===== src/rtl/insertion_sorter_macros.svh =====
// Assertion macros for the insertion sorter.
// Included by the modules that carry concurrent checks; no other dependencies.
`ifndef INSERTION_SORTER_MACROS_SVH
`define INSERTION_SORTER_MACROS_SVH

`ifndef ASSERT_OFF
// Property must hold on every edge out of reset.
`define ISORT_ASSERT(label, clk, rst_n, prop) \
  label: assert property (@(posedge clk) disable iff (!rst_n) (prop)) \
    else $error("isort assertion failed");
// Condition must never be seen out of reset.
`define ISORT_ASSERT_NEVER(label, clk, rst_n, cond) \
  label: assert property (@(posedge clk) disable iff (!rst_n) !(cond)) \
    else $error("isort forbidden condition seen");
`else
`define ISORT_ASSERT(label, clk, rst_n, prop)
`define ISORT_ASSERT_NEVER(label, clk, rst_n, cond)
`endif

`endif


===== src/rtl/isort_pkg.sv =====
// Shared types and constants for the insertion sorter.
// No dependencies.
package isort_pkg;

  localparam int unsigned DataW = 32;

  typedef logic signed [DataW-1:0] isort_data_t;

  // Controller to datapath commands.
  typedef struct packed {
    logic insert;  // write value into the cell chain
    logic drain;   // shift the chain down by one place
  } isort_cmd_t;

endpackage


===== src/rtl/isort_ctrl.sv =====
// Insertion sorter controller: fill/drain sequencing, element count, overflow flag.
// Depends on isort_pkg and insertion_sorter_macros.svh.
`include "insertion_sorter_macros.svh"

module isort_ctrl import isort_pkg::*; #(
  parameter int unsigned DEPTH = 64,
  localparam int unsigned CntW = $clog2(DEPTH + 1)
) (
  input  logic            clk_i,
  input  logic            rst_ni,
  input  logic            in_valid_i,
  output logic            in_ready_o,
  input  logic            is_last_i,
  output logic            out_valid_o,
  input  logic            out_ready_i,
  output logic            is_last_res_o,
  output logic            overflow_o,
  output logic [CntW-1:0] count_o,
  output isort_cmd_t      cmd_o
);

  localparam logic ST_FILL  = 1'b0;
  localparam logic ST_DRAIN = 1'b1;

  localparam logic [CntW-1:0] CntFull = CntW'(DEPTH);
  localparam logic [CntW-1:0] CntOne  = CntW'(1);

  logic            state_q, state_d;
  logic [CntW-1:0] count_q, count_d;
  logic            ovf_q, ovf_d;
  logic            in_acc, out_acc, full;

  assign in_ready_o  = (state_q == ST_FILL);
  assign out_valid_o = (state_q == ST_DRAIN);
  assign in_acc      = in_valid_i && in_ready_o;
  assign out_acc     = out_valid_o && out_ready_i;
  assign full        = (count_q == CntFull);

  assign cmd_o.insert = in_acc && !full;
  assign cmd_o.drain  = out_acc;

  assign is_last_res_o = (count_q == CntOne);
  assign overflow_o    = ovf_q;
  assign count_o       = count_q;

  always_comb begin
    state_d = state_q;
    count_d = count_q;
    ovf_d   = ovf_q;
    case (state_q)
      ST_FILL: begin
        if (in_acc) begin
          if (full) begin
            ovf_d = 1'b1;
          end else begin
            count_d = count_q + CntOne;
          end
          if (is_last_i) begin
            state_d = ST_DRAIN;
          end
        end
      end
      ST_DRAIN: begin
        if (out_acc) begin
          count_d = count_q - CntOne;
          if (count_q == CntOne) begin
            state_d = ST_FILL;
            ovf_d   = 1'b0;
          end
        end
      end
      default: begin
        state_d = ST_FILL;
      end
    endcase
  end

  always_ff @(posedge clk_i or negedge rst_ni) begin
    if (!rst_ni) begin
      state_q <= ST_FILL;
      count_q <= '0;
      ovf_q   <= 1'b0;
    end else begin
      state_q <= state_d;
      count_q <= count_d;
      ovf_q   <= ovf_d;
    end
  end

  `ISORT_ASSERT_NEVER(a_count_range, clk_i, rst_ni, count_q > CntFull)
  `ISORT_ASSERT_NEVER(a_drain_empty, clk_i, rst_ni, out_valid_o && (count_q == '0))
  `ISORT_ASSERT(a_last_starts_drain, clk_i, rst_ni, (in_acc && is_last_i) |=> out_valid_o)
  `ISORT_ASSERT(a_ovf_only_full, clk_i, rst_ni, (ovf_q && in_ready_o) |-> full)

endmodule


===== config.mk =====
export PLATFORM = sky130hd
export DESIGN_NAME = isort_ctrl
export DESIGN_NICKNAME = d
export VERILOG_FILES = /design/src/rtl/isort_pkg.sv /design/src/rtl/isort_ctrl.sv
export VERILOG_INCLUDE_DIRS = /design/src /design/src/rtl
export SDC_FILE = /design/constraint.sdc
export NUM_CORES = 1
export LEC_CHECK = 0
export CAP_MARGIN = 20
export CORE_AREA = 3 3 40 42
export CTS_BUF_LIST = sky130_fd_sc_hd__clkbuf_4
export DETAILED_ROUTE_END_ITERATION = 16
export DIE_AREA = 0 0 43 45
export DONT_BUFFER_PORTS = 1
export GPL_TIMING_DRIVEN = 0
export PLACE_DENSITY = 0.62
export RECOVER_POWER = 100
export SLEW_MARGIN = 20
export SYNTH_ARGS = -nofsm -noshare
export SYNTH_HDL_FRONTEND = slang
export SYNTH_SLANG_ARGS = --single-unit

===== constraint.sdc =====
create_clock -name clk_i -period 1.7 [get_ports clk_i]
set_input_delay 0.34 -clock clk_i [delete_from_list [all_inputs] [get_ports clk_i]]
set_output_delay 0.34 -clock clk_i [all_outputs]
set_load 0.01 [all_outputs]

==> reports/qor.csv, run 1 <==
stage,metric,value,unit
route,Post-DRT Antenna Nets,0,
setup_path,Worst Setup Start Kind,flip-flop,
sta,worst relative slew slack,70.4,%
route,Post-Route WL,1230,um
final_layout,Syn-to-layout area delta,12.7,%
clocking,CTS tree,yes,
sta,Worst-Margin Slew,442,ps
synthesis,Synth Instances,62,
die,Placement Rows,13,
pwr,total chip power,1090,uW
synthesis,Synth cell types,27,
synthesis,post-synth top area cell,dfrtp_1,
final_layout,layout cells sized above 1,22.4,%
pwr,Max IR drop VDD,0.000754,V
global_route,first-pass GRT wire length,2040,um
place,DP Area,611,sq um
min_path,WHS Path Cells,1,
place,Final GP Congestion,0.751,
place,DP HPWL,928,um
synthesis,main area contributors after synthesis,"dfrtp_1 38%, ha_1 8.5%, nand2_1 5.7%",
route,vias,457,
sta,crit path time final,1940,ps
clocking,clk buf depth,2,
setup_path,critical path class,flip-flop to primary output,
clocking,clock sinks,9,
clocking,Clock transition at path regs,60,ps
die,DIE HEIGHT,45,um
global_route,largest net degree at the start of global routing,11,
final_layout,fillers,126,
job,Max Cap Viol,0,
sta,Final setup viols,3,
die,io pins,18,
min_path,hold endpoint,overflow_o,
outcome,status,finished with violations,
setup_path,Critical Path AT,1600,ps
die,core region area,1280,sq um
outcome,failing checks,negative setup slack,
setup_path,capture point of the worst reg-to-reg path,overflow_o,
sta,final-report hold violation count,0,
pwr,Cell Pwr Density,1630,nW/um^2
final_layout,Finished Layout Cells,82,
final_layout,multi-input logic area,353,sq um
synthesis,"FF+latch count, synth",9,
synthesis,"Seq/Total Area, Yosys",38.1,%
setup_path,CP Capture Type,primary output,
final_layout,final net count,77,
global_route,GRT Overall Usage,14.3,%
setup_path,RR Startpoint,count_o[2],
min_path,min-delay src,in_valid_i,
sta,Slew Limit Fails,0,
final_layout,design area,667,sq um
setup_path,crit-path max FO,8,
die,die width,43,um
clocking,H-tree depth,1,
route,initial DRC count,3,
sta,maximum clock frequency,516,MHz
route,drt first pass iters,2,
place,Placed Cells incl. Taps,77,
die,die area,1940,sq um
global_route,vias in the first global route,457,
synthesis,syn_area_per_cell,9.55,sq um
sta,Final Cycle Share,114,%
synthesis,syn_nets,71,
clocking,Root Buffer,clkbuf_4,
route,drt via density,5.57,
synthesis,Synth Cell Area,592,sq um
global_route,initial antenna violation count,0,
sta,worst setup margin,-240,ps
final_layout,ANT cells,0,
sta,Final Skew,3.15,ps
global_route,global route overflow,0,
clocking,Worst-Skew Late Latency,260,ps
pwr,LEAKAGE,0.000315,uW
final_layout,Sequential cell area,228,sq um
die,Initial Util,46.1,%
sta,RSZ-0062 raised after global routing,true,
setup_path,Reg2Reg Setup Slack,-70,ps
route,drt drc,0,
clocking,Post-CTS Setup Bufs,0,
route,WL/cell,15.0,um
min_path,Worst Hold Class,input pin to flip-flop,
setup_path,reg2reg path depth,4,
synthesis,top cell type's share of synthesized area,38.1,%
clocking,total CTS buffers,3,
place,pre-CTS setup slack,-112,ps
place,Port Buffers,0,
synthesis,synth warn,0,
setup_path,critical path data required time,1360,ps
[final cells by class]
type,count,share of cell area [%]
Buffer,2,1.88
Clock buffer,4,4.50
Inverter,4,2.25
Multi-Input combinational cell,47,52.9
Sequential cell,9,34.1
Tap cell,15,2.81
Timing Repair Buffer,1,1.50
[how the worst max path moves through the flow]
stage	from	end	slack (ps)	cells past startpoint
2_1_floorplan	count_o[2]	overflow_o	10	4
3_3_place_gp	count_o[2]	overflow_o	-90	4
3_5_place_dp	count_o[2]	overflow_o	-110	4
4_1_cts	count_o[2]	is_last_res_o	-260	2
5_1_grt	count_o[2]	is_last_res_o	-300	2
6_report	count_o[2]	is_last_res_o	-240	2
[flip-flops by register name, summed over array words and instances (netlist names)]
register / count
overflow_o: 1
out_valid_o: 1
count_o: 7
[metrics by stage]
stage | hold slack [ps] | utilization, % | TNS, ps
finish | 271 | 51.9 | -535
CTS | 261 | 51.5 | -588
floorplan | 44.4 | - | 0
global placement | 44.6 | 47.5 | -155
detailed placement | 44.6 | 47.5 | -195
global route | 271 | 51.9 | -1210
[metal layers]
layer  wire length, um  vias up  track usage [%]  share of wire (%)
li1                  -      231                -                  -
met1               545      215             17.2                 44
met2               630        9             24.0                 51
met3                43        2             4.78                3.5
met4                 8        0             5.42               0.65
met5                 0        -                0                  0
[synth_stat cells]
master	n
a21oi_1	4
a31o_2	1
a31oi_1	2
a32o_1	1
and2_1	1
and3b_1	1
and4b_1	1
buf_2	1
buf_4	1
dfrtp_1	9
ha_1	4
inv_1	4
mux2i_1	3
nand2_1	9
nand4b_1	1
nor2_1	4
nor3_1	1
nor3b_1	1
nor3b_4	1
nor4_1	1
o21ai_0	1
o21ai_1	1
o22ai_1	1
o31ai_1	1
or4_4	1
xnor2_1	3
xor2_1	3
[power by group]
group | switching, uW | internal, uW
sequential | 217 | 309
clock | 76.4 | 106
combinational | 198 | 179
[timing repair]
action                                  in CTS  in global routing
pin swaps                                    2                  4
hold buffers                                 1                  0
endpoints found under the setup margin       5                  7
gates resized for setup                      6                  6
cloned                                       0                  0
endpoints found under the hold margin        9                  0
[critical path: stages, from the launching register on]
cell and delay (ps):
dfrtp_2 480, or4_4 580, nor3b_4 280
[placed cells by master, fill, tap and decap left out, drive strengths merged, types with 3 or more instances in the layout]
| master | netlist | layout |
|---|---|---|
| nand2 | 9 | 9 |
| dfrtp | 9 | 9 |
| clkbuf | 0 | 5 |
| a21oi | 4 | 4 |
| ha | 4 | 4 |
| inv | 4 | 4 |
| nor2 | 4 | 4 |
| mux2i | 3 | 3 |
| xnor2 | 3 | 3 |
| xor2 | 3 | 3 |
[kinds of logic (layout without fill, tap and decap cells)]
kind of cell,count (synthesis),count (layout),share of synthesized area (%)
XOR/XNOR,6,6,8.88
adder cells (fa/ha/maj),4,4,8.46
AND/OR/NAND/NOR,22,22,22.2
AO/OA/AOI/OAI,12,12,12.7
flip-flops,9,9,38.1
buffers and inverters,6,11,4.65
multiplexers,3,3,5.07
Note: power is estimated with default switching activity, not from simulation.
==> run 2, diff against run 1 <==
--- a/config.mk
+++ b/config.mk
@@ -13,8 +13,9 @@
 export DIE_AREA = 0 0 43 45
 export DONT_BUFFER_PORTS = 1
 export GPL_TIMING_DRIVEN = 0
-export PLACE_DENSITY = 0.62
+export PLACE_DENSITY = 0.6
 export RECOVER_POWER = 100
+export SKIP_CTS_REPAIR_TIMING = 1
 export SLEW_MARGIN = 20
 export SYNTH_ARGS = -nofsm -noshare
 export SYNTH_HDL_FRONTEND = slang
==> constraint.sdc (replaced) <==
create_clock -name clk_i -period 2.3 [get_ports clk_i]
set_input_delay 0.46 -clock clk_i [delete_from_list [all_inputs] [get_ports clk_i]]
set_output_delay 0.46 -clock clk_i [all_outputs]
set_load 0.01 [all_outputs]
==> run 2 against run 1 <==
  * The flow now finishes without violations
  * Critical path depth did not move
  * Worst setup slack improved by 430 ps
  * Cell count did not move
  * Clock-buffer cell count did not move
  * Sequential cell count did not move
  * Critical path type unchanged
  * Critical endpoint unchanged
  * Largest power group unchanged
==> reports/qor.csv, run 2 (synthesis gave the netlist of run 1 again) <==
stage,metric,value,unit,change
die,io pins,18,,unchanged
min_path,Worst Hold Class,input pin to flip-flop,,
job,Max Cap Viol,0,,unchanged
pwr,switching power,367,uW,-25%
sta,RSZ-0062 raised after global routing,false,,
global_route,first-pass GRT wire length,2080,um,+2.4%
setup_path,CP Capture Type,primary output,,
sta,Final setup viols,0,,-3
global_route,GRT Overall Usage,15.0,%,+0.67 points
setup_path,crit-path max FO,8,,unchanged
sta,crit path time final,2110,ps,
sta,maximum clock frequency,473,MHz,
pwr,clock share of power,18.1,%,+1.3 points
clocking,Clock transition at path regs,80,ps,+20 ps
die,Initial Util,46.1,%,unchanged
route,initial DRC count,11,,+8
final_layout,ANT cells,0,,unchanged
place,pre-CTS setup slack,465,ps,+577 ps
die,core region area,1280,sq um,unchanged
sta,final-report hold violation count,0,,unchanged
final_layout,most frequent cells in the layout,"9 x nand2_1, 9 x dfrtp_1",,
route,drt drc,0,,unchanged
die,Placement Rows,13,,unchanged
setup_path,Critical Path AT,1650,ps,+50 ps
sta,TNS Setup,0,ps,+535 ps
clocking,total CTS buffers,3,,unchanged
route,WL/cell,15.0,um,about the same
final_layout,final net count,77,,unchanged
route,Post-DRT Antenna Nets,0,,unchanged
route,vias,451,,-1.3%
setup_path,worst-path cell chain,"or4_4, nor3b_4",,
clocking,CTS tree,yes,,
final_layout,Syn-to-layout area delta,9.09,%,
setup_path,slowest CP cell,or4_4,,
clocking,clk buf depth,2,,unchanged
clocking,Worst-Skew Late Latency,280,ps,+20 ps
setup_path,worst path bufs/invs,0,,unchanged
global_route,global route overflow,0,,unchanged
clocking,Root Buffer,clkbuf_4,,
setup_path,Worst Setup Start Kind,flip-flop,,
setup_path,"CP delay by family, top",simple AND/OR/NAND/NOR gates,,
place,Port Buffers,0,,unchanged
outcome,status,"complete, no violations",,
place,Final GP Congestion,0.690,,-8.1%
pwr,Pint,431,uW,-28%
die,die area,1940,sq um,unchanged
setup_path,Reg2Reg Setup Slack,480,ps,+550 ps
die,die width,43,um,unchanged
pwr,Seq pwr share,48.3,%,-0.2 points
setup_path,critical path class,flip-flop to primary output,,
sta,Slew Limit Fails,0,,unchanged
sta,Worst-Margin Slew,434,ps,-8.61 ps
pwr,Cell Pwr Density,1240,nW/um^2,-24%
route,drt via density,5.50,,-1.3%
clocking,clock sinks,9,,unchanged
place,DP HPWL,915,um,-1.4%
pwr,Max IR drop VDD,0.000415,V,-45%
final_layout,layout cells sized above 1,10.4,%,-12 points
route,drt first pass iters,4,,+2
clocking,H-tree depth,1,,unchanged
setup_path,crit-path max cell delay,620,ps,+40 ps
sta,worst relative slew slack,71.0,%,+0.58 points
die,DIE HEIGHT,45,um,unchanged
global_route,vias in the first global route,421,,-7.9%
pwr,sw frac,46.0,%,+0.72 points
final_layout,max reg flops,7,,unchanged
global_route,initial antenna violation count,0,,unchanged
pwr,LEAKAGE,0.000303,uW,-3.6%
sta,worst setup margin,186,ps,+426 ps
final_layout,fillers,141,,+12%
pwr,Comb pwr share,33.5,%,-1.2 points
sta,Final Skew,14.0,ps,+10.8 ps
route,Post-Route WL,1230,um,about the same
sta,Final Cycle Share,91.9,%,
setup_path,critical path data required time,1840,ps,+480 ps
global_route,largest net degree at the start of global routing,11,,unchanged
run 2: worst paths after layout:
path | depth (start not counted) | endpoint | start
min reg2reg | 1 | overflow_o | overflow_o
min in group asynchronous | 1 | count_o[6] | rst_ni
max reg2reg | 5 | count_o[5] | out_valid_o
max | 2 | is_last_res_o | count_o[2]
max in group asynchronous | 1 | count_o[0] | rst_ni
min | 1 | overflow_o | in_valid_i
run 2: stage by stage:
| step | power (uW) | instance area, sq um | cells | utilization, % | hold WS (ps) |
|---|---|---|---|---|---|
| floorplan | 590 | 592 | 62 | - | 164 |
| global placement | 652 | 611 | 77 | 47.5 | 165 |
| detailed placement | 658 | 611 | 77 | 47.5 | 165 |
| CTS | 803 | 641 | 81 | 49.9 | -135 |
| global route | 876 | 646 | 82 | 50.2 | 363 |
| finish | 798 | 646 | 82 | 50.2 | 364 |
run 2: layout make-up:
| cell class | count | area (sq um) | area share, % |
|---|---|---|---|
| sequential | 9 | 225 | 34.9 |
| multi-input combinational | 47 | 339 | 52.5 |
| buffer | 2 | 7.51 | 1.16 |
| tap | 15 | 18.8 | 2.91 |
| clock buffer | 4 | 30.0 | 4.65 |
| inverter | 4 | 15.0 | 2.33 |
| timing repair buffer | 1 | 10.0 | 1.55 |
run 2: power by group through the flow:
stage	registers, uW	logic, uW	clock network, uW
3_5_place_dp	390	268	0
6_report	385	267	145
3_3_place_gp	387	266	0
5_1_grt	403	313	160
4_1_cts	387	269	147
2_1_floorplan	358	232	0
run 2: metal layers:
metal	GRT usage [%]	part of all wire, %	up-vias
met5	0	0	-
met4	9.04	2.0	0
met3	7.17	6.2	3
met2	19.2	42	14
met1	20.2	49	205
li1	-	-	229
run 2: worst reg2reg max path, cell delays in order, from the launching register on:
cell      delay (ps)
dfrtp_1          470
clkbuf_1         390
nand2_1          170
a31o_2           310
nor3_1           240
xor2_1           160
==> run 3, diff against run 2 <==
--- a/config.mk
+++ b/config.mk
@@ -6,6 +6,7 @@
 export SDC_FILE = /design/constraint.sdc
 export NUM_CORES = 1
 export LEC_CHECK = 0
+export ABC_AREA = 1
 export CAP_MARGIN = 20
 export CORE_AREA = 3 3 40 42
 export CTS_BUF_LIST = sky130_fd_sc_hd__clkbuf_4
@@ -13,7 +14,7 @@
 export DIE_AREA = 0 0 43 45
 export DONT_BUFFER_PORTS = 1
 export GPL_TIMING_DRIVEN = 0
-export PLACE_DENSITY = 0.6
+export PLACE_DENSITY = 0.74
 export RECOVER_POWER = 100
 export SKIP_CTS_REPAIR_TIMING = 1
 export SLEW_MARGIN = 20
==> run 3 against run 2 <==
  * Combinational power increased by 120%
  * First-iteration DRC count unchanged
  * Design area grew 25%
  * Largest cell class unchanged
  * Clock skew down 9.1 ps
==> reports/qor.csv, run 3 <==
stage,metric,value,unit,change
setup_path,Levels on crit path,4,,+2
outcome,status,"complete, no violations",,
final_layout,Finished Layout Cells,134,,+63%
setup_path,"CP delay by family, top",buffers and inverters,,
die,DIE HEIGHT,45,um,unchanged
setup_path,crit-path max FO,10,,+2
global_route,global route overflow,0,,unchanged
clocking,Worst-Skew Late Latency,270,ps,about the same
route,drt via density,5.10,,-7.2%
clocking,CTS tree,yes,,
clocking,H-tree depth,1,,unchanged
setup_path,CP Capture Type,primary output,,
die,Initial Util,59.9,%,+14 points
sta,maximum clock frequency,494,MHz,+4.5%
synthesis,"Seq/Total Area, Yosys",29.3,%,-8.8 points
route,vias,684,,+52%
clocking,clk buf depth,2,,unchanged
place,Final GP Congestion,0.798,,+16%
pwr,total chip power,1060,uW,+33%
setup_path,worst-path cell chain,"clkbuf_1, nand2_1, inv_1, buf_4",,
global_route,GRT Overall Usage,20.0,%,+5.0 points
die,die area,1940,sq um,unchanged
synthesis,Synth cell types,20,,-26%
final_layout,final net count,129,,+68%
min_path,Worst Hold Class,input pin to flip-flop,,
sta,Slew Limit Fails,0,,unchanged
sta,RSZ-0062 raised after global routing,false,,
setup_path,Worst Setup Start Kind,flip-flop,,
final_layout,Syn-to-layout area delta,4.72,%,
route,WL/cell,12.2,um,-19%
synthesis,main area contributors after synthesis,"dfrtp_1 29%, nand2_1 21%, inv_1 6.8%",,
sta,Final setup viols,0,,unchanged
place,pre-CTS setup slack,589,ps,+125 ps
place,Placed Cells incl. Taps,129,,+68%
synthesis,syn_area_per_cell,6.75,sq um,-29%
setup_path,reg2reg path depth,11,,+6
sta,worst setup margin,277,ps,+90.7 ps
final_layout,max reg flops,7,,unchanged
synthesis,Synth Cell Area,769,sq um,+30%
final_layout,layout cells sized above 1,11.8,%,+1.3 points
final_layout,"commonest non-fill, non-tap cell in the layout",nand2_1,,
synthesis,"FF+latch count, synth",9,,unchanged
setup_path,critical path data required time,1840,ps,about the same
die,io pins,18,,unchanged
setup_path,critical path class,flip-flop to primary output,,
synthesis,asr flop ratio synth,100,%,unchanged
sta,crit path time final,2020,ps,-90.7 ps
setup_path,worst path bufs/invs,3,,+3
synthesis,top cell type's share of synthesized area,29.3,%,-8.8 points
sta,Final Skew,4.81,ps,-9.14 ps
setup_path,capture point of the worst reg-to-reg path,count_o[5],,
synthesis,commonest cells in the netlist,"43 x nand2_1, 14 x inv_1, 9 x dfrtp_1, 9 x nand3_1, 9 x nor2_1",,
pwr,Max IR drop VDD,0.000777,V,+87%
route,drt first pass iters,4,,unchanged
clocking,Clock transition at path regs,70,ps,about the same
final_layout,ANT cells,0,,unchanged
synthesis,syn_nets,123,,+73%
min_path,WHS Path Cells,2,,+1
route,Post-DRT Antenna Nets,0,,unchanged
die,Placement Rows,13,,unchanged
die,core region area,1280,sq um,unchanged
sta,Worst-Margin Slew,526,ps,+92.4 ps
setup_path,RR Startpoint,count_o[0],,
sta,final-report hold violation count,0,,unchanged
job,Max Cap Viol,0,,unchanged
die,die width,43,um,unchanged
global_route,initial antenna violation count,0,,unchanged
global_route,first-pass GRT wire length,2820,um,+35%
synthesis,Post-synth EDFFs,0,,unchanged
sta,Final Cycle Share,88.0,%,-3.9 points
final_layout,most frequent cells in the layout,"45 x nand2_1, 14 x inv_1, 11 x nand3_1",,
setup_path,Reg2Reg Setup Slack,560,ps,+80 ps
place,DP HPWL,1190,um,+30%
synthesis,Synth Instances,114,,+84%
global_route,largest net degree at the start of global routing,11,,unchanged
setup_path,Critical Path AT,1560,ps,-90 ps
synthesis,Synth Flop Type,dfrtp_1,,
min_path,min-delay src,in_valid_i,,
global_route,vias in the first global route,642,,+52%
route,Post-Route WL,1630,um,+33%
sta,worst relative slew slack,64.9,%,-6.1 points
min_path,hold endpoint,out_valid_o,,
synthesis,synth warn,0,,unchanged
place,Port Buffers,0,,unchanged
synthesis,post-synth top area cell,dfrtp_1,,
setup_path,slowest CP cell,clkbuf_1,,
setup_path,crit-path max cell delay,440,ps,-180 ps
route,drt drc,0,,unchanged
clocking,total CTS buffers,3,,unchanged
sta,TNS Setup,0,ps,unchanged
pwr,LEAKAGE,0.000456,uW,+50%
synthesis,most frequent cell after synthesis,nand2_1,,
clocking,Root Buffer,clkbuf_4,,
clocking,clock sinks,9,,unchanged
route,initial DRC count,11,,unchanged
pwr,Cell Pwr Density,1310,nW/um^2,+6.2%
[run 3: logic make-up (layout without fill, tap and decap cells)]
family | after synthesis | after routing | synth area share, %
XOR/XNOR | 4 | 4 | 4.55
adder cells (fa/ha/maj) | 4 | 4 | 6.50
AND/OR/NAND/NOR | 68 | 68 | 39.0
flip-flops | 9 | 9 | 29.3
AO/OA/AOI/OAI | 8 | 8 | 6.67
buffers and inverters | 21 | 26 | 14.0
[run 3: area by class of cell]
cell class,instances,area (sq um)
multi-input cells,84,418
clock buffers,4,30.0
inverters,16,62.6
well taps,15,18.8
fillers,129,479
repair buffers,1,10.0
plain buffers,5,41.3
flip-flops and latches,9,225
[run 3: stage by stage]
step | area [sq um] | hold slack [ps] | util (%)
after floorplan | 769 | 164 | -
after global placement | 788 | 165 | 61.3
after detailed placement | 788 | 165 | 61.3
after CTS | 818 | -130 | 63.7
after global routing | 806 | 394 | 62.7
final | 806 | 393 | 62.7
[run 3: how the worst max path moves through the flow]
stage / from / endpoint / slack (ps)
floorplan: count_o[0] / cmd_o[1] / 740
global placement: count_o[0] / cmd_o[1] / 610
detailed placement: count_o[0] / cmd_o[1] / 590
CTS: count_o[0] / cmd_o[1] / 290
global route: out_valid_o / cmd_o[0] / 120
finish: out_valid_o / cmd_o[0] / 280
[run 3: per-layer routing]
layer / vias up / share of wire, % / global-route usage (%)
li1: 355 / - / -
met1: 305 / 45 / 25.7
met2: 19 / 47 / 29.9
met3: 5 / 5.0 / 4.78
met4: 0 / 2.6 / 13.3
met5: - / 0 / 0
[run 3: power breakdown]
group          switching (uW)  total (uW)  internal [uW]
Combinational             362         582            221
Clock                    63.8         143           79.1
Sequential                112         332            221
Total                     537        1060            520
